[config.mk]
export PLATFORM = sky130hd
export DESIGN_NAME = sexpr_char_tokenizer
export DESIGN_NICKNAME = d
export VERILOG_FILES = /design/src/hdl/sct_pkg.sv /design/src/hdl/sct_classify.sv /design/src/hdl/sct_out_fifo.sv /design/src/hdl/sexpr_char_tokenizer.sv
export SDC_FILE = /design/constraint.sdc
export NUM_CORES = 1
export LEC_CHECK = 0
export BUFFER_PORTS_ARGS = -buffer_cell sky130_fd_sc_hd__buf_2
export CAP_MARGIN = 20
export CORE_ASPECT_RATIO = 0.9
export CORE_MARGIN = 2
export CORE_UTILIZATION = 60
export CTS_CLUSTER_DIAMETER = 200
export DETAILED_ROUTE_END_ITERATION = 16
export PLACE_DENSITY = 0.78
export SYNTH_ARGS = -nofsm -noshare
export SYNTH_HDL_FRONTEND = slang
export SYNTH_SLANG_ARGS = --single-unit
[constraint.sdc]
create_clock -name i_clk -period 9.3 [get_ports i_clk]
set_clock_uncertainty 0.1 [all_clocks]
set_input_delay 1.395 -clock i_clk [delete_from_list [all_inputs] [get_ports i_clk]]
set_output_delay 1.395 -clock i_clk [all_outputs]
set_load 0.03 [all_outputs]
[src/hdl/sct_pkg.sv]
package sct_pkg;

    localparam int POS_BITS   = 32;
    localparam int NUM_BITS   = 32;
    localparam int FIFO_DEPTH = 4;
    localparam int FIFO_PTR_W = $clog2(FIFO_DEPTH);
    localparam int FIFO_CNT_W = $clog2(FIFO_DEPTH + 1);

    // ASCII codes the lexer looks at by name
    localparam logic [7:0] CH_BAR    = 8'h7C;
    localparam logic [7:0] CH_HASH   = 8'h23;
    localparam logic [7:0] CH_AT     = 8'h40;
    localparam logic [7:0] CH_DQUOTE = 8'h22;
    localparam logic [7:0] CH_SEMI   = 8'h3B;
    localparam logic [7:0] CH_LF     = 8'h0A;
    localparam logic [7:0] CH_CR     = 8'h0D;
    localparam logic [7:0] CH_LBRACK = 8'h5B;
    localparam logic [7:0] CH_RBRACK = 8'h5D;
    localparam logic [7:0] CH_BTICK  = 8'h60;
    localparam logic [7:0] CH_LPAREN = 8'h28;
    localparam logic [7:0] CH_RPAREN = 8'h29;
    localparam logic [7:0] CH_SQUOTE = 8'h27;
    localparam logic [7:0] CH_COMMA  = 8'h2C;
    localparam logic [7:0] CH_DOT    = 8'h2E;
    localparam logic [7:0] CH_PLUS   = 8'h2B;
    localparam logic [7:0] CH_MINUS  = 8'h2D;
    localparam logic [7:0] CH_LOW_T  = 8'h74;
    localparam logic [7:0] CH_LOW_F  = 8'h66;

    typedef enum logic [7:0] {
        M_IDLE    = 8'b0000_0001,
        M_IDENT   = 8'b0000_0010,
        M_BAR     = 8'b0000_0100,
        M_NUMBER  = 8'b0000_1000,
        M_STRING  = 8'b0001_0000,
        M_COMMENT = 8'b0010_0000,
        M_HASH2   = 8'b0100_0000,
        M_COMMAAT = 8'b1000_0000
    } t_lex_mode;

    typedef enum logic [3:0] {
        K_SKIP     = 4'd0,
        K_IDENT    = 4'd1,
        K_NUMBER   = 4'd2,
        K_STRING   = 4'd3,
        K_BOOL     = 4'd4,
        K_LPAREN   = 4'd5,
        K_RPAREN   = 4'd6,
        K_VECPAREN = 4'd7,
        K_QUOTE    = 4'd8,
        K_BACKTICK = 4'd9,
        K_COMMA    = 4'd10,
        K_COMMA_AT = 4'd11,
        K_DOT      = 4'd12,
        K_EOF      = 4'd13
    } t_kind;

    typedef enum logic [1:0] {
        E_NONE    = 2'd0,
        E_INVALID = 2'd1,
        E_DOT_END = 2'd2,
        E_UNTERM  = 2'd3
    } t_err;

    typedef struct packed {
        logic [7:0] char_in;
        logic       end_of_input;
    } t_item;

    typedef struct packed {
        logic [7:0]  char_out;
        t_kind       token_kind;
        logic        token_first;
        logic        token_last;
        logic [31:0] token_position;
        logic [31:0] number_value;
        t_err        error_code;
        logic        last;
    } t_res;

    typedef struct packed {
        t_lex_mode           mode;
        t_err                err;
        logic [POS_BITS-1:0] start;
        logic [NUM_BITS-1:0] acc;
    } t_lex_state;

    // up to two result beats written into the output buffer together in the same cycle
    typedef struct packed {
        logic [1:0] num;
        t_res       first_beat;
        t_res       second_beat;
    } t_push;

    function automatic logic is_alpha(input logic [7:0] c);
        return (c >= 8'h61 && c <= 8'h7A) || (c >= 8'h41 && c <= 8'h5A);
    endfunction

    function automatic logic is_digit(input logic [7:0] c);
        return c >= 8'h30 && c <= 8'h39;
    endfunction

    function automatic logic is_space(input logic [7:0] c);
        return c == 8'h20 || (c >= 8'h09 && c <= 8'h0D);
    endfunction

    function automatic logic sym_char(input logic [7:0] c);
        return c inside {8'h21, 8'h24, 8'h25, 8'h26, 8'h2A, 8'h2F, 8'h3A,
                         8'h3C, 8'h3D, 8'h3E, 8'h3F, 8'h5E, 8'h5F, 8'h7E};
    endfunction

    function automatic logic ident_head(input logic [7:0] c);
        return is_alpha(c) || sym_char(c);
    endfunction

    function automatic logic ident_tail(input logic [7:0] c);
        return ident_head(c) || is_digit(c) || c == CH_PLUS || c == CH_MINUS
            || c == CH_DOT || c == CH_AT;
    endfunction

    function automatic logic is_dot_sub(input logic [7:0] c);
        return ident_head(c) || c == CH_PLUS || c == CH_MINUS || c == CH_AT
            || c == CH_DOT;
    endfunction

endpackage

[src/hdl/sct_classify.sv]
module sct_classify (
    input  sct_pkg::t_lex_state          i_state,
    input  logic [sct_pkg::POS_BITS-1:0] i_pos,
    input  logic [7:0]                   i_char,
    input  logic                         i_has,
    input  logic [7:0]                   i_look,
    output sct_pkg::t_lex_state          o_state,
    output sct_pkg::t_res                o_res
);
    import sct_pkg::*;

    t_lex_state          n;
    t_kind               kind;
    logic                first;
    logic                tlast;
    logic                token;
    logic [NUM_BITS-1:0] num;
    logic [NUM_BITS+3:0] acc_wide;
    logic [NUM_BITS+3:0] prod;
    logic [NUM_BITS-1:0] sat;

    // acc*10 + digit, clamp to all ones on overflow
    assign acc_wide = {4'b0000, i_state.acc};
    assign prod     = (acc_wide << 3) + (acc_wide << 1)
                    + {{NUM_BITS{1'b0}}, i_char[3:0]};
    assign sat      = (|prod[NUM_BITS+3:NUM_BITS]) ? {NUM_BITS{1'b1}}
                                                   : prod[NUM_BITS-1:0];

    always_comb begin
        n     = i_state;
        kind  = K_SKIP;
        first = 1'b0;
        tlast = 1'b0;
        token = 1'b0;
        num   = '0;

        if (i_state.err == E_NONE) begin
            unique case (i_state.mode)
                M_IDENT: begin
                    kind  = K_IDENT;
                    token = 1'b1;
                    tlast = !(i_has && ident_tail(i_look));
                end
                M_BAR: begin
                    kind  = K_IDENT;
                    token = 1'b1;
                    tlast = (i_char == CH_BAR) || !i_has;
                end
                M_NUMBER: begin
                    n.acc = sat;
                    kind  = K_NUMBER;
                    token = 1'b1;
                    tlast = !(i_has && is_digit(i_look));
                    if (tlast) begin
                        num = sat;
                    end
                end
                M_STRING: begin
                    kind  = K_STRING;
                    token = 1'b1;
                    if (i_char == CH_DQUOTE) begin
                        tlast = 1'b1;
                    end else if (!i_has) begin
                        tlast = 1'b1;
                        n.err = E_UNTERM;
                    end
                end
                M_COMMENT: begin
                    if (i_char == CH_LF || i_char == CH_CR) begin
                        n.mode = M_IDLE;
                    end
                end
                M_HASH2: begin
                    kind  = (i_char == CH_LPAREN) ? K_VECPAREN : K_BOOL;
                    token = 1'b1;
                    tlast = 1'b1;
                end
                M_COMMAAT: begin
                    kind  = K_COMMA_AT;
                    token = 1'b1;
                    tlast = 1'b1;
                end
                M_IDLE: begin
                    if (i_char == CH_SEMI) begin
                        n.mode = M_COMMENT;
                    end else if (!is_space(i_char)) begin
                        n.start = i_pos;
                        first   = 1'b1;
                        token   = 1'b1;
                        tlast   = 1'b1;
                        if (ident_head(i_char) || i_char == CH_PLUS
                                || i_char == CH_MINUS) begin
                            kind = K_IDENT;
                            if (i_has && ident_tail(i_look)) begin
                                tlast  = 1'b0;
                                n.mode = M_IDENT;
                            end
                        end else if (i_char == CH_BAR) begin
                            kind = K_IDENT;
                            if (i_has) begin
                                tlast  = 1'b0;
                                n.mode = M_BAR;
                            end
                        end else if (i_char == CH_DOT) begin
                            if (!i_has) begin
                                n.err = E_DOT_END;
                                token = 1'b0;
                            end else if (is_dot_sub(i_look)) begin
                                kind   = K_IDENT;
                                tlast  = 1'b0;
                                n.mode = M_IDENT;
                            end else begin
                                kind = K_DOT;
                            end
                        end else if (i_char == CH_HASH) begin
                            if (i_has && (i_look == CH_LOW_T || i_look == CH_LOW_F
                                    || i_look == CH_LPAREN)) begin
                                kind   = (i_look == CH_LPAREN) ? K_VECPAREN : K_BOOL;
                                tlast  = 1'b0;
                                n.mode = M_HASH2;
                            end else begin
                                n.err = E_INVALID;
                                token = 1'b0;
                            end
                        end else if (is_digit(i_char)) begin
                            n.acc = {{(NUM_BITS-4){1'b0}}, i_char[3:0]};
                            kind  = K_NUMBER;
                            if (i_has && is_digit(i_look)) begin
                                tlast  = 1'b0;
                                n.mode = M_NUMBER;
                            end else begin
                                num = {{(NUM_BITS-4){1'b0}}, i_char[3:0]};
                            end
                        end else if (i_char == CH_DQUOTE) begin
                            kind = K_STRING;
                            if (i_has) begin
                                tlast  = 1'b0;
                                n.mode = M_STRING;
                            end else begin
                                n.err = E_UNTERM;
                            end
                        end else if (i_char == CH_LPAREN || i_char == CH_LBRACK) begin
                            kind = K_LPAREN;
                        end else if (i_char == CH_RPAREN || i_char == CH_RBRACK) begin
                            kind = K_RPAREN;
                        end else if (i_char == CH_SQUOTE) begin
                            kind = K_QUOTE;
                        end else if (i_char == CH_BTICK) begin
                            kind = K_BACKTICK;
                        end else if (i_char == CH_COMMA) begin
                            kind = K_COMMA;
                            if (i_has && i_look == CH_AT) begin
                                kind   = K_COMMA_AT;
                                tlast  = 1'b0;
                                n.mode = M_COMMAAT;
                            end
                        end else begin
                            n.err = E_INVALID;
                            token = 1'b0;
                        end
                    end
                end
                default: begin
                    n.mode = M_IDLE;
                end
            endcase
        end

        if (!token) begin
            kind  = K_SKIP;
            first = 1'b0;
            tlast = 1'b0;
            num   = '0;
        end
        if (tlast || n.err != E_NONE) begin
            n.mode = M_IDLE;
        end

        o_state              = n;
        o_res.char_out       = i_char;
        o_res.token_kind     = kind;
        o_res.token_first    = first;
        o_res.token_last     = tlast;
        o_res.token_position = token ? 32'(n.start) : 32'(i_pos);
        o_res.number_value   = 32'(num);
        o_res.error_code     = n.err;
        o_res.last           = 1'b0;
    end

endmodule

[src/hdl/sct_out_fifo.sv]
module sct_out_fifo (
    input  logic                             i_clk,
    input  logic                             i_rst_n,
    input  sct_pkg::t_push                   i_push,
    input  logic                             i_pop,
    output sct_pkg::t_res                    o_head,
    output logic [sct_pkg::FIFO_CNT_W-1:0]   o_count
);
    import sct_pkg::*;

    t_res                  r_mem [FIFO_DEPTH];
    logic [FIFO_PTR_W-1:0] r_wr_ptr;
    logic [FIFO_PTR_W-1:0] r_rd_ptr;
    logic [FIFO_CNT_W-1:0] r_count;
    logic [FIFO_PTR_W-1:0] wr_ptr_1;

    assign wr_ptr_1 = r_wr_ptr + FIFO_PTR_W'(1);

    always_ff @(posedge i_clk) begin
        if (i_push.num != 2'd0) begin
            r_mem[r_wr_ptr] <= i_push.first_beat;
        end
        if (i_push.num == 2'd2) begin
            r_mem[wr_ptr_1] <= i_push.second_beat;
        end
    end

    always_ff @(posedge i_clk) begin
        if (!i_rst_n) begin
            r_wr_ptr <= '0;
            r_rd_ptr <= '0;
            r_count  <= '0;
        end else begin
            r_wr_ptr <= r_wr_ptr + FIFO_PTR_W'(i_push.num);
            if (i_pop) begin
                r_rd_ptr <= r_rd_ptr + FIFO_PTR_W'(1);
            end
            r_count <= r_count + FIFO_CNT_W'(i_push.num) - FIFO_CNT_W'(i_pop);
        end
    end

    assign o_head  = r_mem[r_rd_ptr];
    assign o_count = r_count;

endmodule

[src/hdl/sexpr_char_tokenizer.sv]
// Scheme s-expression tokenizer. Each input beat carries one ASCII byte; the
// block holds it back until the next beat so the following byte can act as
// lookahead, then sends the held byte out with its token kind, first/last
// marks, the offset where its token starts and, on the last digit of a
// number, the saturated decimal value. Whitespace and ';' comments come out
// as skip. The first error (invalid character, dot at end, unterminated
// string) sticks and turns every later byte into skip. A beat with
// end_of_input set flushes the held byte and adds an EOF beat, then returns
// all state to its reset values. Rate: one input beat per cycle while the
// result buffer has room for two beats. Classification is a single pass of
// logic from the state registers into a four-entry result buffer; two beats
// of room are needed because an end-of-input beat writes two results when a
// byte is held. A result is written into the buffer by the beat after its
// byte; the beat with the first byte after reset or end of input writes none.
module sexpr_char_tokenizer (
    input  logic           i_clk,
    input  logic           i_rst_n,
    input  logic           i_valid,
    output logic           o_stall,
    input  sct_pkg::t_item i_item,
    output logic           o_valid,
    input  logic           i_stall,
    output sct_pkg::t_res  o_res
);
    import sct_pkg::*;

    logic [7:0]            r_held_char;
    logic                  r_held_valid;
    t_lex_state            r_state;
    logic [POS_BITS-1:0]   r_pos;

    logic [7:0]            n_held_char;
    logic                  n_held_valid;
    t_lex_state            n_state;
    logic [POS_BITS-1:0]   n_pos;

    t_lex_state            cls_state;
    t_res                  cls_res;
    t_lex_state            flush_state;
    logic [POS_BITS-1:0]   flush_pos;
    t_err                  eof_err;
    t_res                  eof_res;
    t_res                  flush_res;
    t_res                  step_res;
    t_push                 push;
    logic                  accept;
    logic                  pop;
    logic [FIFO_CNT_W-1:0] fifo_count;

    // classify the held byte against the incoming one (no lookahead at end)
    sct_classify u_classify (
        .i_state (r_state),
        .i_pos   (r_pos),
        .i_char  (r_held_char),
        .i_has   (!i_item.end_of_input),
        .i_look  (i_item.char_in),
        .o_state (cls_state),
        .o_res   (cls_res)
    );

    sct_out_fifo u_out_fifo (
        .i_clk   (i_clk),
        .i_rst_n (i_rst_n),
        .i_push  (push),
        .i_pop   (pop),
        .o_head  (o_res),
        .o_count (fifo_count)
    );

    // hold off input unless two result beats fit
    assign o_stall = fifo_count > FIFO_CNT_W'(FIFO_DEPTH - 2);
    assign accept  = i_valid && !o_stall;
    assign o_valid = fifo_count != '0;
    assign pop     = o_valid && !i_stall;

    always_comb begin
        // state as it stands once the held byte is flushed
        flush_state = r_held_valid ? cls_state : r_state;
        flush_pos   = r_held_valid ? r_pos + POS_BITS'(1) : r_pos;
        eof_err     = flush_state.err;
        if (flush_state.mode == M_STRING && eof_err == E_NONE) begin
            eof_err = E_UNTERM;
        end

        eof_res                = '0;
        eof_res.token_kind     = K_EOF;
        eof_res.token_first    = 1'b1;
        eof_res.token_last     = 1'b1;
        eof_res.token_position = 32'(flush_pos);
        eof_res.error_code     = eof_err;
        eof_res.last           = 1'b1;

        flush_res      = cls_res;
        flush_res.last = 1'b0;
        step_res       = cls_res;
        step_res.last  = 1'b1;

        push = '0;
        if (accept) begin
            if (i_item.end_of_input) begin
                push.num         = r_held_valid ? 2'd2 : 2'd1;
                push.first_beat  = r_held_valid ? flush_res : eof_res;
                push.second_beat = eof_res;
            end else if (r_held_valid) begin
                push.num        = 2'd1;
                push.first_beat = step_res;
            end
        end

        n_held_char  = r_held_char;
        n_held_valid = r_held_valid;
        n_state      = r_state;
        n_pos        = r_pos;
        if (accept) begin
            if (i_item.end_of_input) begin
                // drop everything back to reset values
                n_held_char  = '0;
                n_held_valid = 1'b0;
                n_state      = '{mode: M_IDLE, err: E_NONE, start: '0, acc: '0};
                n_pos        = '0;
            end else begin
                if (r_held_valid) begin
                    n_state = cls_state;
                    n_pos   = r_pos + POS_BITS'(1);
                end
                n_held_char  = i_item.char_in;
                n_held_valid = 1'b1;
            end
        end
    end

    always_ff @(posedge i_clk) begin
        if (!i_rst_n) begin
            r_held_char  <= '0;
            r_held_valid <= 1'b0;
            r_state      <= '{mode: M_IDLE, err: E_NONE, start: '0, acc: '0};
            r_pos        <= '0;
        end else begin
            r_held_char  <= n_held_char;
            r_held_valid <= n_held_valid;
            r_state      <= n_state;
            r_pos        <= n_pos;
        end
    end

    // buffer never overruns: input is held off while two beats will not fit
    a_fifo_bound: assert property (@(posedge i_clk) disable iff (!i_rst_n)
        fifo_count <= FIFO_CNT_W'(FIFO_DEPTH))
        else $error("result buffer overrun");

    // end of input returns the lexer to its reset state
    a_eoi_reset: assert property (@(posedge i_clk) disable iff (!i_rst_n)
        accept && i_item.end_of_input |=>
            !r_held_valid && r_pos == '0 && r_state.err == E_NONE
            && r_state.mode == M_IDLE)
        else $error("state not cleared after end of input");

    // an error sticks until end of input
    a_err_sticky: assert property (@(posedge i_clk) disable iff (!i_rst_n)
        r_state.err != E_NONE && !(accept && i_item.end_of_input) |=>
            r_state.err == $past(r_state.err))
        else $error("sticky error changed");

    // once in error the lexer stays between tokens
    a_err_idle: assert property (@(posedge i_clk) disable iff (!i_rst_n)
        r_state.err != E_NONE |-> r_state.mode == M_IDLE)
        else $error("lexer inside a token while in error");

    // a plain byte always becomes the held byte
    a_hold: assert property (@(posedge i_clk) disable iff (!i_rst_n)
        accept && !i_item.end_of_input |=>
            r_held_valid && r_held_char == $past(i_item.char_in))
        else $error("input byte not held");

endmodule
==> results.txt, run 1 <==
* Post-synthesis cell count: 2372
* Biggest fanout along the worst timing path: 27
* Total of fill cells in the finished design: 2933
- Combinational share of power: 0.206
- For this design the top-level I/O count stands at 96.
- Net count after synthesis: 2458
* DRT Wirelength: 70600 um
* Share of post-route cells with drive strength above 1: 0.136
- Post-route non-filler standard cell count: 2916
- Maximum clock rate: 0.161 GHz
- The internal portion of the total power is 0.00348 W.
- Overall power after layout: 0.00503 W
- Of the total power, registers draw 0.436.
- Number of max-cap violations: 0
* Number of setup violations in the final report: 0
- Compared with the post-synthesis result, the final layout area differs by 9.54%.
* Die Area: 0.0405 mm2
- Clock insertion delay at the later pin of the skew report: 0.59 ns
- Measured slew at the worst slew-check pin: 1.06 ns
- R2R setup slack: 3.09 ns
- Peak ir drop on the vdd network: 0.165 mV
* Average wire per cell in the routed design: 24.2 um
- In the layout the commonest cells are 286 x sky130_fd_sc_hd__dfxtp_1, 271 x sky130_fd_sc_hd__nand2_1, 246 x sky130_fd_sc_hd__o21ai_0.
- Buffers inserted during clock tree synthesis total 45.
- Slew margin rel.: 0.284
* Via count of the first global-routing pass: 18300
- Post-route clock period utilization: 0.668
* Remaining antenna violation count after routing: 0
- For this block, the via count after detailed routing is 19900.
* Sw Ratio: 0.310
* Hold_buf cts: 0
- In this run, synthesis inferred 160 flip-flops with an integrated enable.
- Clock buffer depth: 3
* Average instance area after synthesis: 9.85 um2
- Ys flop type: sky130_fd_sc_hd__dfxtp_1
* Maximum number of pins on one net before global-route repair: 85
- Routed signal wires occupy layers up through met5.
* Met3 WL post-DR: 9990 um
- Number of H-tree levels: 2
* FP Rows: 68
- Status: finished clean
- Clock-pin slew was measured on the worst setup and hold paths at 0.06 ns.
- The tightest min-delay check is of the reg -> reg type.
- For this design, the sink count on the clock tree is 448.
* Global-route wire length before repair: 108000 um
- Setup fix buffers added after clock tree synthesis: 0
- Via density per instance: 6.81
- Initial antenna violation count: 2
- Reported leakage power: 9.39 nW
* Unrepaired setup endpoints after global routing: no
- Half-perimeter wire length after placement: 46400 um
- TNS Setup: 0 ns
* Horizontal die dimension: 212 um
- TritonCTS built the clock tree.
* Area of the core region: 0.0384 mm2
- In this run the tool buffered the top-level ports with 95 buffer cells.
* Final period demand of the worst path: 6.21 ns
- DP Cell Count: 2835
* Initial Utilization: 0.609
- Crit path required time: 9.68 ns
- Total met2 wirelength after detailed routing: 29600 um
- Nature of the critical path endpoint: flip-flop
* Count of instances resized after the clock tree is built: 0
* Data arrival time at the worst-slack endpoint: 6.59 ns
- Critical Setup Path Class: reg -> reg
* Sequential cell area fraction in the yosys report: 0.452
- Summed over all nets, the switching power comes to 0.00156 W.
- For this run, the detailed router's first-pass iteration total came to 6.
- 0 antenna diodes ended up in the layout.
* Clk root buf: sky130_fd_sc_hd__clkbuf_16
- Kind of start point of the critical path: flip-flop
- Starting DRC count in detailed routing: 2699
- The number of different library cells used by synthesis comes to 85.
- For this block, wires on met1 add up to 29600 um.
- Combined area of all synthesized cells: 0.0234 mm2
- The congestion estimate from routability-driven global placement came to 0.931.
- Chip height: 191 um
* Final core area utilization: 0.667
- Residual overflow from global routing: 0
- Number of warnings reported in the yosys synthesis log: 0
- The synthesized design contains 448 register bits.
- Across every metal layer, demand over resource in global routing totals 0.346.
* Total power divided by cell area: 197 mW/mm2
- After detailed routing, the number of remaining DRC violations is 0.
* Number of hold-slack violations in the final timing report: 0
- Commonest non-fill, non-tap cell in the layout: sky130_fd_sc_hd__dfxtp_1
- For this run, the post-layout net count is 2444.
* Final Max Tran Viols: 0
- Of all flip-flops after synthesis, the portion carrying an async set or reset was 0.
- Share of total power in the clock network: 0.358
final cells by class:
type	instances	area, um2	area share
clock inverters	19	191	0.00748
repair buffers	133	832	0.0325
multi-input cells	1695	11900	0.467
clock buffers	61	1260	0.0494
inverters	35	131	0.00513
well taps	525	657	0.0257
flip-flops and latches	448	10600	0.413
cell usage after synthesis, drive strengths merged (14+ instances only):
cell    number  area share
nor2       108       0.018
and3        34      0.0091
nand2      271       0.044
mux4        81       0.078
a21o        28      0.0090
nand3       62       0.013
o21ai      254       0.055
nor2b       80       0.021
dfxtp      288        0.25
o22ai      126       0.034
nand2b      19      0.0051
xor2        38       0.014
mux2i       29       0.012
edfxtp     160        0.21
a31oi       14      0.0037
a22o        86       0.032
buf         37      0.0075
a21oi       67       0.015
inv         35      0.0056
and2        27      0.0072
xnor2       31       0.012
clkbuf     157       0.025
nor3        39      0.0084
ha          70       0.037
a22oi       48       0.015
nor4        17      0.0065
or3         16      0.0043
routing by layer:
layer	global-route usage	up-vias
met5	0	-
met4	0.0804	2
met3	0.102	127
met2	0.488	1264
met1	0.521	9632
li1	-	8829
path summary, 6_finish.rpt:
check / depth (start not counted) / to / startpoint
hold reg to reg: 2 / u_out_fifo.r_mem[2][13]$_SDFFE_PP0P_ / u_out_fifo.r_mem[2][13]$_SDFFE_PP0P_
setup / recovery: 14 / r_state[27]$_SDFFE_PN0P_ / r_held_char[3]$_SDFFE_PN0P_
hold / removal: 2 / u_out_fifo.r_mem[2][13]$_SDFFE_PP0P_ / u_out_fifo.r_mem[2][13]$_SDFFE_PP0P_
setup reg to reg: 14 / r_state[27]$_SDFFE_PN0P_ / r_held_char[3]$_SDFFE_PN0P_
stage by stage:
| stage | instance area [um2] | worst slack (ns) | hold WS [ns] |
|---|---|---|---|
| finish | 25600 | 3.09 | 0.350 |
| global placement | 24000 | 3.38 | 0.329 |
| global route | 25600 | 2.74 | 0.369 |
| detailed placement | 24100 | 3.32 | 0.339 |
| floorplan | 23400 | 4.29 | 0.320 |
| CTS | 25600 | 3.24 | 0.350 |
worst max-delay path, cell delays in order, from the launching register on:
cell and delay (ns):
sky130_fd_sc_hd__dfxtp_1 0.94, sky130_fd_sc_hd__fa_1 0.60, sky130_fd_sc_hd__ha_1 0.32, sky130_fd_sc_hd__a21o_1 0.17, sky130_fd_sc_hd__a21oi_1 0.24, sky130_fd_sc_hd__o21bai_1 0.14
sky130_fd_sc_hd__o311ai_0 0.68, sky130_fd_sc_hd__o41a_1 0.37, sky130_fd_sc_hd__a211oi_1 0.17, sky130_fd_sc_hd__a2111o_1 0.44, sky130_fd_sc_hd__a41oi_1 0.16, sky130_fd_sc_hd__mux2i_1 0.20
sky130_fd_sc_hd__nor2_2 0.81, sky130_fd_sc_hd__o21ai_0 0.45, sky130_fd_sc_hd__a22o_1 0.32
sequential cells by signal, summed over array words and instances (netlist names), named ones only:
name / cells
r_held_char: 8
u_out_fifo.r_rd_ptr: 2
r_held_valid: 1
u_out_fifo.o_count: 3
r_state: 74
u_out_fifo.r_wr_ptr: 2
r_pos: 32
u_out_fifo.r_mem: 324
power groups by stage:
stage | Combinational [W] | Clock [W] | Sequential (W)
after CTS | 0.00103 | 0.00181 | 0.00219
after detailed placement | 0.00102 | 0 | 0.00224
after global placement | 0.00100 | 0 | 0.00223
after floorplan | 0.000783 | 0 | 0.00217
final | 0.00104 | 0.00180 | 0.00219
after global routing | 0.00109 | 0.00188 | 0.00220
logic make-up after synthesis:
logic type / share of synthesized area
AO/OA/AOI/OAI: 0.199
flip-flops: 0.452
multiplexers: 0.0910
buffers and inverters: 0.0383
XOR/XNOR: 0.0259
AND/OR/NAND/NOR: 0.154
adder cells (fa/ha/maj): 0.0400
(Power assumes the default switching activity.)
==> run 2: changes to the inputs <==
--- a/config.mk
+++ b/config.mk
@@ -5,14 +5,15 @@
 export SDC_FILE = /design/constraint.sdc
 export NUM_CORES = 1
 export LEC_CHECK = 0
+export ABC_AREA = 1
 export BUFFER_PORTS_ARGS = -buffer_cell sky130_fd_sc_hd__buf_2
 export CAP_MARGIN = 20
 export CORE_ASPECT_RATIO = 0.9
 export CORE_MARGIN = 2
-export CORE_UTILIZATION = 60
+export CORE_UTILIZATION = 57
 export CTS_CLUSTER_DIAMETER = 200
 export DETAILED_ROUTE_END_ITERATION = 16
-export PLACE_DENSITY = 0.78
+export PLACE_DENSITY = 0.77
 export SYNTH_ARGS = -nofsm -noshare
 export SYNTH_HDL_FRONTEND = slang
 export SYNTH_SLANG_ARGS = --single-unit
==> constraint.sdc (replaced) <==
create_clock -name i_clk -period 5.5 [get_ports i_clk]
set_clock_uncertainty 0.1 [all_clocks]
set_input_delay 0.825 -clock i_clk [delete_from_list [all_inputs] [get_ports i_clk]]
set_output_delay 0.825 -clock i_clk [all_outputs]
set_load 0.03 [all_outputs]
==> results.txt, run 2 <==
- Relative to the synthesized area, the layout overhead comes to 9.72%.
- The final net count was 3424 (+40%).
* Post-synthesis cell count: 3352 (+41%)
* Share of post-route cells with drive strength above 1: 0.106 (-0.0296)
- The top-level I/O count came to 96 (unchanged).
- TritonCTS sink count: 448 (unchanged)
* Slowest cell on the critical path: sky130_fd_sc_hd__dfxtp_1
* Instance area at placement: 0.0254 mm2 (+5.4%)
- Total power divided by cell area: 360 mW/mm2 (+83%)
- The endpoint arrival time on the critical path was 4.91 ns (-1.68 ns).
* Area of the core region: 0.0429 mm2 (+12%)
- The post-cts hold buffer count is 0 (unchanged).
- The length of the first detailed-routing pass in iterations came to 8 (+2).
* Initial antenna violation count: 2 (unchanged)
- EDFF count, synth: 160 (unchanged)
* Cell types with the largest area share after synthesis: sky130_fd_sc_hd__dfxtp_1 23%, sky130_fd_sc_hd__edfxtp_1 19%, sky130_fd_sc_hd__nand2_1 13%
- TNS Setup: 0 ns (unchanged)
* Via count of the first global-routing pass: 22600 (+23%)
- The clock transition time at the flip-flop clock pins of the worst setup and hold paths is 0.07 ns (about the same).
- The worst setup path is launched from a flip-flop.
- The DRC violations left was 0 (unchanged).
- The maximum count of clock buffers along a single path is 3 (unchanged).
- Area of the multi-input gates: 0.0125 mm2 (+4.7%)
- The headroom to the max-slew limit was 0.250 (-0.0337).
- The tree is rooted in a sky130_fd_sc_hd__clkbuf_16.
- The number of warnings issued by yosys came to 0 (unchanged).
* Starting DRC count in detailed routing: 3369 (+25%)
- Library cells used by synthesis: 54 (-36%)
- The number of flip-flops in the largest register came to 324 (unchanged).
* Proportion of netlist area held by the largest area contributor: 0.233 (-0.0134)
- The total standard cell area after synthesis was 0.0247 mm2 (+5.7%).
- The total leakage power was 10.8 nW (+15%).
- Global router's overall resource usage: 0.351 (+0.00521)
- The max-cap check violation count was 0 (unchanged).
- Final period demand of the worst path: 4.55 ns (-1.67 ns)
- The async set-or-reset flop fraction in the synthesized netlist was 0 (unchanged).
- DRT Wirelength: 81000 um (+15%)
- Number of buffers and inverters on the critical path: 1 (+1)
* Average wire per cell in the routed design: 20.6 um (-15%)
* Unrepaired setup endpoints after global routing: no
* Via density per instance: 6.23 (-8.5%)
- List of most frequent post-synthesis cells: 863 x sky130_fd_sc_hd__nand2_1, 430 x sky130_fd_sc_hd__o21ai_0, 315 x sky130_fd_sc_hd__nor2_1
* Commonest non-fill, non-tap cell in the layout: sky130_fd_sc_hd__nand2_1
- Buffers added on ports: 95 (unchanged)
- Largest area contributor in the netlist: sky130_fd_sc_hd__dfxtp_1
* Clock insertion delay at the later pin of the skew report: 0.62 ns (+0.03 ns)
- The fill cell total of the finished layout is 3715 (+27%).
- FP Rows: 72 (+5.9%)
* Xor-xnor portion of the synthesized cell area: 0.0191 (-0.00672)
- Final Max Tran Viols: 0 (unchanged)
- Post-synthesis share of cell area spent on and, or, nand and nor gates: 0.244 (+0.0897)
- The antenna diode count is 0 (unchanged).
- In this design, the largest share of critical-path delay is due to simple AND/OR/NAND/NOR gates.
- After synthesis, the largest family of logic cells by area is simple AND/OR/NAND/NOR gates.
- Chip height: 202 um (+5.4%)
* Setup fix buffers added after clock tree synthesis: 0 (unchanged)
* Number of H-tree levels: 2 (unchanged)
* Final weighted congestion of routability-driven global placement: 0.940 (+1.0%)
* Ys flop type: sky130_fd_sc_hd__dfxtp_1
- Half-perimeter wire length after placement: 52200 um (+12%)
- The number of buffers created by CTS came to 46 (+2.2%).
- Most frequent cell after synthesis: sky130_fd_sc_hd__nand2_1
* Seq cells post-synth: 448 (unchanged)
* Status: finished clean
- The largest net degree at the start of global routing was 93 (+9.4%).
* Count of instances resized after the clock tree is built: 0 (unchanged)
- Global-route wire length before repair: 125000 um (+16%)
- Horizontal die dimension: 223 um (+5.4%)
* Biggest fanout along the worst timing path: 31 (+15%)
* Net count after synthesis: 3438 (+40%)
- Multiplexer area fraction after synthesis: 0 (-0.0910)
- The register area was 0.0106 mm2 (about the same).
* Final non-filler cell area: 0.0271 mm2 (+5.9%)
* Clock tree from TritonCTS: yes
* Crit path required time: 5.86 ns (-3.82 ns)
* Peak ir drop on the vdd network: 0.233 mV (+41%)
* Critical Setup Path Class: reg -> reg
- The register with the most flip-flops in the final layout is u_out_fifo.r_mem.
* Maximum clock rate: 0.220 GHz (+37%)
- The complex-gate fraction of the synthesized area is 0.204 (+0.00538).
- Ordered list of cells on the worst path: ha_1 -> ha_1 -> fa_1 -> nand2_1 -> o21ai_1 -> a21oi_1 -> o21ai_1 -> a21boi_1 -> o21ai_2 -> nand2_1 -> nand2_1 -> nand4_1 -> nand2_1 -> nand2_1 -> nand2_1 -> nor2_1 -> nand2_2 -> inv_2 -> nand3b_1 -> nand2_1 -> a21oi_1
* Most numerous cell on the critical path: sky130_fd_sc_hd__nand2_1
- The adder and majority cell fraction of the synthesized area came to 0.0379 (-0.00217).
- Number of setup violations in the final report: 0 (unchanged)
* Hold/Removal Path Class: reg -> reg
- Most used cells in the layout excluding fill and tap cells: 858 x sky130_fd_sc_hd__nand2_1, 430 x sky130_fd_sc_hd__o21ai_0, 311 x sky130_fd_sc_hd__nor2_1
* Sequential cell area fraction in the yosys report: 0.428 (-0.0245)
* Delay of the slowest critical-path stage: 0.64 ns (-0.30 ns)
* Remaining antenna violation count after routing: 0 (unchanged)
- The total die area was 0.0450 mm2 (+11%).
- The residual overflow from global routing is 0 (unchanged).
* Largest registers: u_out_fifo.r_mem: 324 flops, r_state: 74 flops, r_pos: 32 flops
- STA classifies the critical path endpoint as a flip-flop.
- The mean post-synth cell area came to 7.37 um2 (-25%).
* Vias after detailed routing: 24500 (+23%)
- Number of hold-slack violations in the final timing report: 0 (unchanged)
* Initial Utilization: 0.576 (-0.0328)
* Post-route clock period utilization: 0.827 (+0.159)
* Measured slew at the worst slew-check pin: 1.11 ns (+0.0500 ns)
run 2: changes by cell type in the layout (fill, tap and decap cells not counted), sizes merged, moves of 80 or more:
cell   previous run  this run
mux4             81         0
o21ai           254       457
o22ai           126       209
inv              36       224
nor2b            80         0
nor2            108       338
a21oi            67       208
nand2           271       895
a22o             86         0
run 2: stage by stage:
| stage | hold slack [ns] | power (W) | cells | setup slack, ns | util |
|---|---|---|---|---|---|
| 2_1_floorplan | 0.321 | 0.00547 | 3352 | 1.53 | - |
| 3_3_place_gp | 0.331 | 0.00629 | 3843 | 0.869 | 0.593 |
| 3_5_place_dp | 0.334 | 0.00633 | 3843 | 0.863 | 0.593 |
| 4_1_cts | 0.349 | 0.00970 | 3928 | 0.991 | 0.631 |
| 5_1_grt | 0.367 | 0.0101 | 3930 | 0.475 | 0.632 |
| 6_report | 0.351 | 0.00977 | 3930 | 0.952 | 0.632 |
run 2: final cells by class:
type | count | area share
Clock buffer | 64 | 0.0479
Sequential cell | 448 | 0.390
Clock inverter | 21 | 0.0126
Timing Repair Buffer | 137 | 0.0306
Tap cell | 555 | 0.0256
Multi-Input combinational cell | 2478 | 0.461
Inverter | 227 | 0.0319
run 2: power by group:
group	switching, W	internal [W]
Combinational	0.00206	0.000623
Clock	0.00139	0.00204
Sequential	0.0000884	0.00357
Total	0.00354	0.00623
run 2: cell families after synthesis:
logic type                 after synthesis
and+or+nand+nor                       1428
AOI/OAI and AO/OA                      923
DFF                                    448
buffers and inverters                  426
adders and majority gates               73
xor gates and xnor gates                54
run 2: worst reg2reg max path: stages (launching register included):
cell	delay (ns)
sky130_fd_sc_hd__dfxtp_1	0.64
sky130_fd_sc_hd__ha_1	0.34
sky130_fd_sc_hd__ha_1	0.25
sky130_fd_sc_hd__fa_1	0.41
sky130_fd_sc_hd__nand2_1	0.09
sky130_fd_sc_hd__o21ai_1	0.09
sky130_fd_sc_hd__a21oi_1	0.22
sky130_fd_sc_hd__o21ai_1	0.13
sky130_fd_sc_hd__a21boi_1	0.33
sky130_fd_sc_hd__o21ai_2	0.13
sky130_fd_sc_hd__nand2_1	0.08
sky130_fd_sc_hd__nand2_1	0.09
sky130_fd_sc_hd__nand4_1	0.11
sky130_fd_sc_hd__nand2_1	0.06
sky130_fd_sc_hd__nand2_1	0.06
sky130_fd_sc_hd__nand2_1	0.06
sky130_fd_sc_hd__nor2_1	0.11
sky130_fd_sc_hd__nand2_2	0.14
sky130_fd_sc_hd__inv_2	0.51
sky130_fd_sc_hd__nand3b_1	0.31
sky130_fd_sc_hd__nand2_1	0.13
sky130_fd_sc_hd__a21oi_1	0.06
run 2: worst paths after layout:
| check | slack [ns] | from | cells past startpoint | endpoint |
|---|---|---|---|---|
| worst min-delay path | 0.35 | u_out_fifo.r_mem[2][19]$_SDFFE_PP0P_ | 2 | u_out_fifo.r_mem[2][19]$_SDFFE_PP0P_ |
| worst min register to register | 0.35 | u_out_fifo.r_mem[2][19]$_SDFFE_PP0P_ | 2 | u_out_fifo.r_mem[2][19]$_SDFFE_PP0P_ |
| worst max-delay path | 0.95 | r_held_char[2]$_SDFFE_PN0P_ | 21 | r_state[31]$_SDFFE_PN0P_ |
| worst max register to register | 0.95 | r_held_char[2]$_SDFFE_PN0P_ | 21 | r_state[31]$_SDFFE_PN0P_ |
run 2: per-layer routing:
metal | GRT usage | routed length (um) | vias up
met5 | 0 | 12 | -
met4 | 0.103 | 1960 | 2
met3 | 0.0872 | 10400 | 139
met2 | 0.524 | 34700 | 1453
met1 | 0.504 | 34000 | 11500
li1 | - | - | 11400
